## src/rtl/ajp_pkg.sv

```systemverilog
// Shared types and constants of the auto joypad poll sequencer.
package ajp_pkg;

    localparam logic [1:0] KIND_TICK   = 2'd0;
    localparam logic [1:0] KIND_ENABLE = 2'd1;
    localparam logic [1:0] KIND_FRAME  = 2'd2;

    localparam logic [5:0]  IDLE_STEP           = 6'd33;
    localparam logic [10:0] H_START_LOW         = 11'd130;
    localparam logic [10:0] H_START_HIGH        = 11'd384;
    localparam logic [8:0]  DISPLAY_LINES_RESET = 9'd225;
    localparam logic [4:0]  BIT_COUNT           = 5'd16;

    typedef struct packed {
        logic [1:0]  kind;
        logic [10:0] h_position;
        logic [8:0]  v_position;
        logic        enable_value;
        logic [11:0] pad1_buttons;
        logic [11:0] pad2_buttons;
    } t_item;

    typedef struct packed {
        logic [15:0] joy1_value;
        logic [15:0] joy2_value;
        logic [5:0]  step_value;
    } t_result;

endpackage

```

## src/rtl/ajp_in_stage.sv

```systemverilog
// Input register stage that holds one accepted request until the core takes it.
module ajp_in_stage
    import ajp_pkg::*;
(
    input  logic  i_clk,
    input  logic  i_rst_n,
    input  logic  i_in_valid,
    input  t_item i_item,
    input  logic  i_advance,
    output logic  o_stall,
    output logic  o_valid,
    output t_item o_item
);

    logic  r_valid;
    logic  n_valid;
    t_item r_item;
    logic  accept;

    assign o_stall = r_valid && !i_advance;
    assign accept  = i_in_valid && !o_stall;

    always_comb begin
        n_valid = r_valid;
        if (accept) begin
            n_valid = 1'b1;
        end else if (i_advance) begin
            n_valid = 1'b0;
        end
    end

    always_ff @(posedge i_clk) begin
        if (!i_rst_n) begin
            r_valid <= 1'b0;
        end else begin
            r_valid <= n_valid;
        end
    end

    always_ff @(posedge i_clk) begin
        if (accept) begin
            r_item <= i_item;
        end
    end

    assign o_valid = r_valid;
    assign o_item  = r_item;

endmodule

```

## src/rtl/ajp_seq_core.sv

```systemverilog
// Poll sequencer state, its next-state logic and the result register.
module ajp_seq_core
    import ajp_pkg::*;
(
    input  logic    i_clk,
    input  logic    i_rst_n,
    input  logic    i_cfg_we,
    input  logic [8:0] i_cfg_data,
    input  logic    i_advance,
    input  t_item   i_item,
    output t_result o_result
);

    function automatic logic [15:0] pad_format(input logic [11:0] p);
        logic [15:0] v;
        v        = 16'd0;
        v[15:12] = p[11:8];
        v[11]    = p[7] & ~p[6];
        v[10]    = p[6] & ~p[7];
        v[9]     = p[5] & ~p[4];
        v[8]     = p[4] & ~p[5];
        v[7:4]   = p[3:0];
        return v;
    endfunction

    logic [8:0]  r_display_lines;
    logic        r_en,  n_en;
    logic [5:0]  r_step, n_step;
    logic        r_hp,  n_hp;
    logic [15:0] r_l1, n_l1, r_l2, n_l2;
    logic        r_b1, n_b1, r_b2, n_b2;
    logic [4:0]  r_bi, n_bi;
    logic [15:0] r_j1, n_j1, r_j2, n_j2;
    t_result     r_result;

    always_comb begin
        logic [5:0] s;
        logic       start;
        logic       go;
        n_en   = r_en;
        n_step = r_step;
        n_hp   = r_hp;
        n_l1   = r_l1;
        n_l2   = r_l2;
        n_b1   = r_b1;
        n_b2   = r_b2;
        n_bi   = r_bi;
        n_j1   = r_j1;
        n_j2   = r_j2;
        s      = r_step;
        start  = 1'b0;
        go     = 1'b0;
        if (i_advance) begin
            unique case (i_item.kind)
                KIND_TICK: begin
                    n_hp  = ~r_hp;
                    start = (i_item.v_position == r_display_lines) && n_hp &&
                            (i_item.h_position >= H_START_LOW) &&
                            (i_item.h_position <= H_START_HIGH);
                    go = 1'b1;
                    if (start) begin
                        s = 6'd0;
                    end else if (r_step >= IDLE_STEP) begin
                        go = 1'b0;
                    end else begin
                        s = r_step + 6'd1;
                    end
                    n_step = s;
                    if (go) begin
                        if (s == 6'd0 && r_en) begin
                            n_l1 = pad_format(i_item.pad1_buttons);
                            n_l2 = pad_format(i_item.pad2_buttons);
                            n_j1 = 16'd0;
                            n_j2 = 16'd0;
                            n_bi = 5'd0;
                        end
                        if (s != 6'd1 && !r_en) begin
                            // Polling is off: the run ends here.
                            n_step = IDLE_STEP;
                        end else if (s >= 6'd2) begin
                            if (!s[0]) begin
                                // Even step: fetch the next bit, MSB first.
                                if (r_bi < BIT_COUNT) begin
                                    n_b1 = r_l1[~r_bi[3:0]];
                                    n_b2 = r_l2[~r_bi[3:0]];
                                end else begin
                                    n_b1 = 1'b1;
                                    n_b2 = 1'b1;
                                end
                            end else begin
                                n_j1 = {r_j1[14:0], r_b1};
                                n_j2 = {r_j2[14:0], r_b2};
                                if (r_bi < BIT_COUNT) begin
                                    n_bi = r_bi + 5'd1;
                                end
                            end
                        end
                    end
                end
                KIND_ENABLE: begin
                    n_en = i_item.enable_value;
                    if (!i_item.enable_value && r_step >= 6'd2 && r_step < IDLE_STEP) begin
                        n_step = IDLE_STEP;
                    end
                end
                KIND_FRAME: begin
                    n_step = IDLE_STEP;
                end
                default: begin
                end
            endcase
        end
    end

    always_ff @(posedge i_clk) begin
        if (!i_rst_n) begin
            r_display_lines <= DISPLAY_LINES_RESET;
            r_en   <= 1'b0;
            r_step <= IDLE_STEP;
            r_hp   <= 1'b0;
            r_l1   <= 16'd0;
            r_l2   <= 16'd0;
            r_b1   <= 1'b0;
            r_b2   <= 1'b0;
            r_bi   <= 5'd0;
            r_j1   <= 16'd0;
            r_j2   <= 16'd0;
        end else begin
            if (i_cfg_we) begin
                r_display_lines <= i_cfg_data;
            end
            r_en   <= n_en;
            r_step <= n_step;
            r_hp   <= n_hp;
            r_l1   <= n_l1;
            r_l2   <= n_l2;
            r_b1   <= n_b1;
            r_b2   <= n_b2;
            r_bi   <= n_bi;
            r_j1   <= n_j1;
            r_j2   <= n_j2;
        end
    end

    always_ff @(posedge i_clk) begin
        if (i_advance) begin
            r_result.joy1_value <= n_j1;
            r_result.joy2_value <= n_j2;
            r_result.step_value <= n_step;
        end
    end

    assign o_result = r_result;

`ifndef SYNTHESIS
    a_step_range: assert property (@(posedge i_clk) disable iff (!i_rst_n)
        r_step <= IDLE_STEP)
        else $error("poll step beyond idle");

    a_bit_index_range: assert property (@(posedge i_clk) disable iff (!i_rst_n)
        r_bi <= BIT_COUNT)
        else $error("bit index beyond sixteen");

    a_frame_idles: assert property (@(posedge i_clk) disable iff (!i_rst_n)
        i_advance && i_item.kind == KIND_FRAME |=> r_step == IDLE_STEP)
        else $error("frame begin did not park the sequencer");

    a_disable_aborts: assert property (@(posedge i_clk) disable iff (!i_rst_n)
        i_advance && i_item.kind == KIND_ENABLE && !i_item.enable_value
        |=> r_step <= 6'd1 || r_step == IDLE_STEP)
        else $error("clearing the enable did not end the run");

    a_result_matches: assert property (@(posedge i_clk) disable iff (!i_rst_n)
        i_advance |=> o_result.step_value == r_step && o_result.joy1_value == r_j1)
        else $error("result register out of step with state");
`endif

endmodule

```

## src/rtl/auto_joypad_poll_sequencer.sv

```systemverilog
// Top level of the auto joypad poll sequencer.
// This block runs the automatic joypad read sequence: each request is a tick, a write of
// the poll enable bit or a frame begin, and each request yields exactly one result holding
// both assembled joypad registers and the current poll step (33 means idle). It takes one
// request every clock cycle while o_in_stall is low. An accepted request is held in the
// input register and is written into the result register when it advances, which waits
// while an unread result is held by i_out_stall. Every request passes once through the
// input register in front of the state update in the sequencer core. The user must write
// the display line register through i_cfg_we and i_cfg_data only while no request is in
// flight; the block itself does not enforce this.
module auto_joypad_poll_sequencer
    import ajp_pkg::*;
(
    input  logic        i_clk,
    input  logic        i_rst_n,
    input  logic        i_cfg_we,
    input  logic [8:0]  i_cfg_data,
    input  logic        i_in_valid,
    output logic        o_in_stall,
    input  logic [1:0]  i_kind,
    input  logic [10:0] i_h_position,
    input  logic [8:0]  i_v_position,
    input  logic        i_enable_value,
    input  logic [11:0] i_pad1_buttons,
    input  logic [11:0] i_pad2_buttons,
    output logic        o_out_valid,
    input  logic        i_out_stall,
    output logic [15:0] o_joy1_value,
    output logic [15:0] o_joy2_value,
    output logic [5:0]  o_step_value
);

    t_item   in_item;
    t_item   held_item;
    logic    held_valid;
    logic    advance;
    t_result result;
    logic    r_out_valid;
    logic    n_out_valid;

    assign in_item.kind         = i_kind;
    assign in_item.h_position   = i_h_position;
    assign in_item.v_position   = i_v_position;
    assign in_item.enable_value = i_enable_value;
    assign in_item.pad1_buttons = i_pad1_buttons;
    assign in_item.pad2_buttons = i_pad2_buttons;

    // The held request moves into the core whenever the result register is empty or its
    // current result is being taken in this cycle.
    assign advance = held_valid && (!r_out_valid || !i_out_stall);

    ajp_in_stage u_in_stage (
        .i_clk      (i_clk),
        .i_rst_n    (i_rst_n),
        .i_in_valid (i_in_valid),
        .i_item     (in_item),
        .i_advance  (advance),
        .o_stall    (o_in_stall),
        .o_valid    (held_valid),
        .o_item     (held_item)
    );

    ajp_seq_core u_seq_core (
        .i_clk      (i_clk),
        .i_rst_n    (i_rst_n),
        .i_cfg_we   (i_cfg_we),
        .i_cfg_data (i_cfg_data),
        .i_advance  (advance),
        .i_item     (held_item),
        .o_result   (result)
    );

    always_comb begin
        n_out_valid = r_out_valid;
        if (advance) begin
            n_out_valid = 1'b1;
        end else if (!i_out_stall) begin
            n_out_valid = 1'b0;
        end
    end

    always_ff @(posedge i_clk) begin
        if (!i_rst_n) begin
            r_out_valid <= 1'b0;
        end else begin
            r_out_valid <= n_out_valid;
        end
    end

    assign o_out_valid  = r_out_valid;
    assign o_joy1_value = result.joy1_value;
    assign o_joy2_value = result.joy2_value;
    assign o_step_value = result.step_value;

endmodule
```

## config.mk

```make
export PLATFORM = sky130hd
export DESIGN_NAME = auto_joypad_poll_sequencer
export DESIGN_NICKNAME = d
export VERILOG_FILES = /design/src/rtl/ajp_pkg.sv /design/src/rtl/ajp_in_stage.sv /design/src/rtl/ajp_seq_core.sv /design/src/rtl/auto_joypad_poll_sequencer.sv
export SDC_FILE = /design/constraint.sdc
export NUM_CORES = 1
export LEC_CHECK = 0
export ABC_CLOCK_PERIOD_IN_PS = 3900
export BUFFER_PORTS_ARGS = -buffer_cell sky130_fd_sc_hd__buf_4
export CAP_MARGIN = 10
export CORE_ASPECT_RATIO = 0.8
export CORE_MARGIN = 2
export CORE_UTILIZATION = 57
export CTS_CLUSTER_DIAMETER = 200
export DETAILED_ROUTE_END_ITERATION = 10
export GPL_TIMING_DRIVEN = 0
export PLACE_DENSITY = 0.89
export SETUP_SLACK_MARGIN = 0.05
export SYNTH_ARGS = -nofsm -noshare
export SYNTH_HDL_FRONTEND = slang
export SYNTH_SLANG_ARGS = --single-unit
```

## constraint.sdc

```tcl
create_clock -name i_clk -period 3.9 [get_ports i_clk]
set_input_delay 0.39 -clock i_clk [delete_from_list [all_inputs] [get_ports i_clk]]
set_output_delay 0.39 -clock i_clk [all_outputs]
set_load 0.02 [all_outputs]
```

==> metrics.csv <==
metric,value,unit
Ant. Diodes,0,
synthesized instance count,579,
Netlist cell types,47,
fin nets,765,
max frequency,293.8,MHz
Die Ht,101.7,um
cell taking the most area after synthesis,edfxtp_1,
Period minus WS final,3.404,ns
synth-to-layout area growth,23.28,%
wl on met1,6551,um
TritonCTS clock tree,built,
CP Data Required Time,4.05,ns
hold_buf cts,0,
crit end category,flip-flop,
Post-synth EDFFs,85,
CTS buffer count,17,
Max Clock Skew,0.008707,ns
Setup-failing EPs final,0,
synth top area cells,"edfxtp_1 (38%), dfxtp_1 (24%), nand2_1 (6.7%)",
pwr dens,457.7,nW/um^2
Final Cell Area,8388,um^2
critical path arrival,3.56,ns
Fillers,790,
DRT iter0 DRCs,367,
DR pass1 iterations,5,
Multi-input gate area,2432,um^2
Synth Cell Area,6804,um^2
Worst VDD drop,343.3,uV
Final ANT Viol Nets,0,
Util after Layout,72.55,%
Clock Tree Root,clkbuf_16,
critical path class,reg -> reg,
Worst Hold Class,in -> reg,
routed wl met2,7117,um
later-pin clock latency in the skew report,0.43,ns
Lkg Pwr,3.027,nW
Hold Fails Final Rpt,0,
first-pass GRT wire length,24070,um
register area share after synthesis,61.64,%
worst-path maximum fanout,10,
Max clock buf depth,2,
Fin Setup TNS,0,ns
post-synth top area share,37.51,%
maximum level of the CTS H-tree,4,
Initial Util,58.85,%
drt drc,0,
clock slew at reported path FFs,0.07,ns
die area,12830,um^2
status,finished clean,
number of vias per cell,5.829,
Final Cycle Share,87.28,%
routability cong.,0.8745,
routed vias,5013,
DP Area,7787,um^2
Worst-Margin Slew,0.6401,ns
register area,4194,um^2
final WL,14840,um
Mean Syn Cell Area,11.75,um^2
fin. max-slew vios,0,
Post-synth top flop,edfxtp_1,
Final HPWL DP,10240,um
CTS resizes,0,
vias in the first global route,4858,
antenna violations before repair,0,
# clock sinks,167,
Relative slew margins,56.88,%
async set-reset flop share out of synthesis,0,%
die width,126.2,um
global route overflow,0,
IO buf count,99,
overall power,3.839,mW
Core Rows,35,
Core Region,11560,um^2
top layer in use,met4,
Worst setup SP type,flip-flop,
Ports,101,
largest net degree at the start of global routing,40,
Seq cells post-synth,167,
Yosys warnings,0,
average wire per standard cell,17.26,um
RSZ-0062 raised after global routing,false,
layout cells sized above 1,22.75,%
WL met3,946,um
syn_nets,645,
# Post-CTS Setup Buffers,0,
Tot GR Track Use,23.94,%
maxcap violations,0,
==> per-stage QoR <==
| stage | std cells | hold WS (ns) | setup slack [ns] |
|---|---|---|---|
| after global placement | 826 | 0.4387 | 0.01356 |
| after global routing | 860 | 0.1246 | 0.3280 |
| after CTS | 860 | 0.1255 | 0.5619 |
| final | 860 | 0.1356 | 0.4962 |
| after detailed placement | 828 | 0.4472 | 0.6142 |
| after floorplan | 579 | 0.4315 | 0.6589 |
==> synthesized netlist by cell type, drive strengths merged, types with 2 or more instances <==
cell / count
a21oi: 14
o32a: 2
a211o: 2
nand2: 122
mux4: 6
xor2: 9
nor3: 9
mux2i: 40
ha: 5
edfxtp: 85
or3: 3
a31oi: 10
nand4: 5
a311oi: 3
and4: 2
o2bb2ai: 33
nor2: 21
a2111oi: 2
o21ai: 8
inv: 7
and3: 4
buf: 16
and2: 3
clkbuf: 21
dfxtp: 82
o22ai: 27
nor2b: 2
nand3: 7
nor4: 5
a32oi: 2
a211oi: 3
nand3b: 8
==> worst paths after layout <==
| kind | slack, ns | endpoint | cells past startpoint | from |
|---|---|---|---|---|
| hold / removal | 0.14 | u_in_stage.o_item[28]$_DFFE_PP_ | 1 | i_v_position[3] |
| hold reg to reg | 0.45 | u_seq_core.r_l1[9]$_SDFFE_PN0P_ | 2 | u_seq_core.r_l1[9]$_SDFFE_PN0P_ |
| setup / recovery | 0.50 | u_seq_core.o_result[23]$_DFFE_PP_ | 9 | u_seq_core.r_step[0]$_SDFF_PN1_ |
| setup reg to reg | 0.50 | u_seq_core.o_result[23]$_DFFE_PP_ | 9 | u_seq_core.r_step[0]$_SDFF_PN1_ |
==> kinds of logic (layout without fill, tap and decap cells) <==
logic type,count (synthesis),after routing,synth area share [%]
buffers and inverters,44,177,2.722
AO/OA/AOI/OAI,112,112,12.60
AND/OR/NAND/NOR,195,195,12.96
adder cells (fa/ha/maj),5,5,0.9195
XOR/XNOR,10,10,1.287
flip-flops,167,167,61.64
multiplexers,46,46,7.870
==> final cells by class <==
class                   instances  area share, %
plain buffers                  37          1.894
clock buffers                  17          5.072
clock inverters                15          2.088
inverters                       7         0.3132
multi-input cells             368          29.00
flip-flops and latches        167          50.00
well taps                     148          2.208
repair buffers                101          9.427
==> placed cells by master, fill, tap and decap left out, types with 17 or more instances in the layout <==
cell type,netlist,layout
nand2_1,122,122
buf_4,1,100
dfxtp_1,82,82
o22ai_1,27,27
clkbuf_1,21,21
mux2i_1,40,40
o2bb2ai_1,33,33
nor2_1,21,21
edfxtp_1,85,85
clkbuf_16,0,17
==> worst max-delay path, cell delays in order, from the launching register on <==
cell and delay, ns:
dfxtp_1 0.64, inv_1 0.25, ha_1 0.40, nor4_4 0.45, nand3_1 0.24, a21boi_1 0.24, nor2_1 0.23, buf_4 0.26
buf_2 0.27, o2bb2ai_1 0.14
==> report_power, final <==
group	internal (mW)	switching, mW
Clock	1.01	0.699
Combinational	0.0922	0.111
Sequential	1.90	0.0241
Total	3.01	0.833
==> layer usage <==
layer,vias up,global-route usage (%)
met5,-,0
met4,0,8.284
met3,25,5.864
met2,196,40.07
met1,2396,31.00
li1,2396,-
==> state kept, by name, indices dropped and copies added, names as in the netlist, 5 cells and up <==
signal and cells:
u_seq_core.r_step 6, u_seq_core.r_display_lines 9, u_seq_core.r_bi 5, u_seq_core.r_j1 16, u_seq_core.r_j2 16, u_seq_core.r_l1 12
u_in_stage.o_item 47, u_seq_core.r_l2 12, u_seq_core.o_result 38
(Power assumes the default switching activity.)
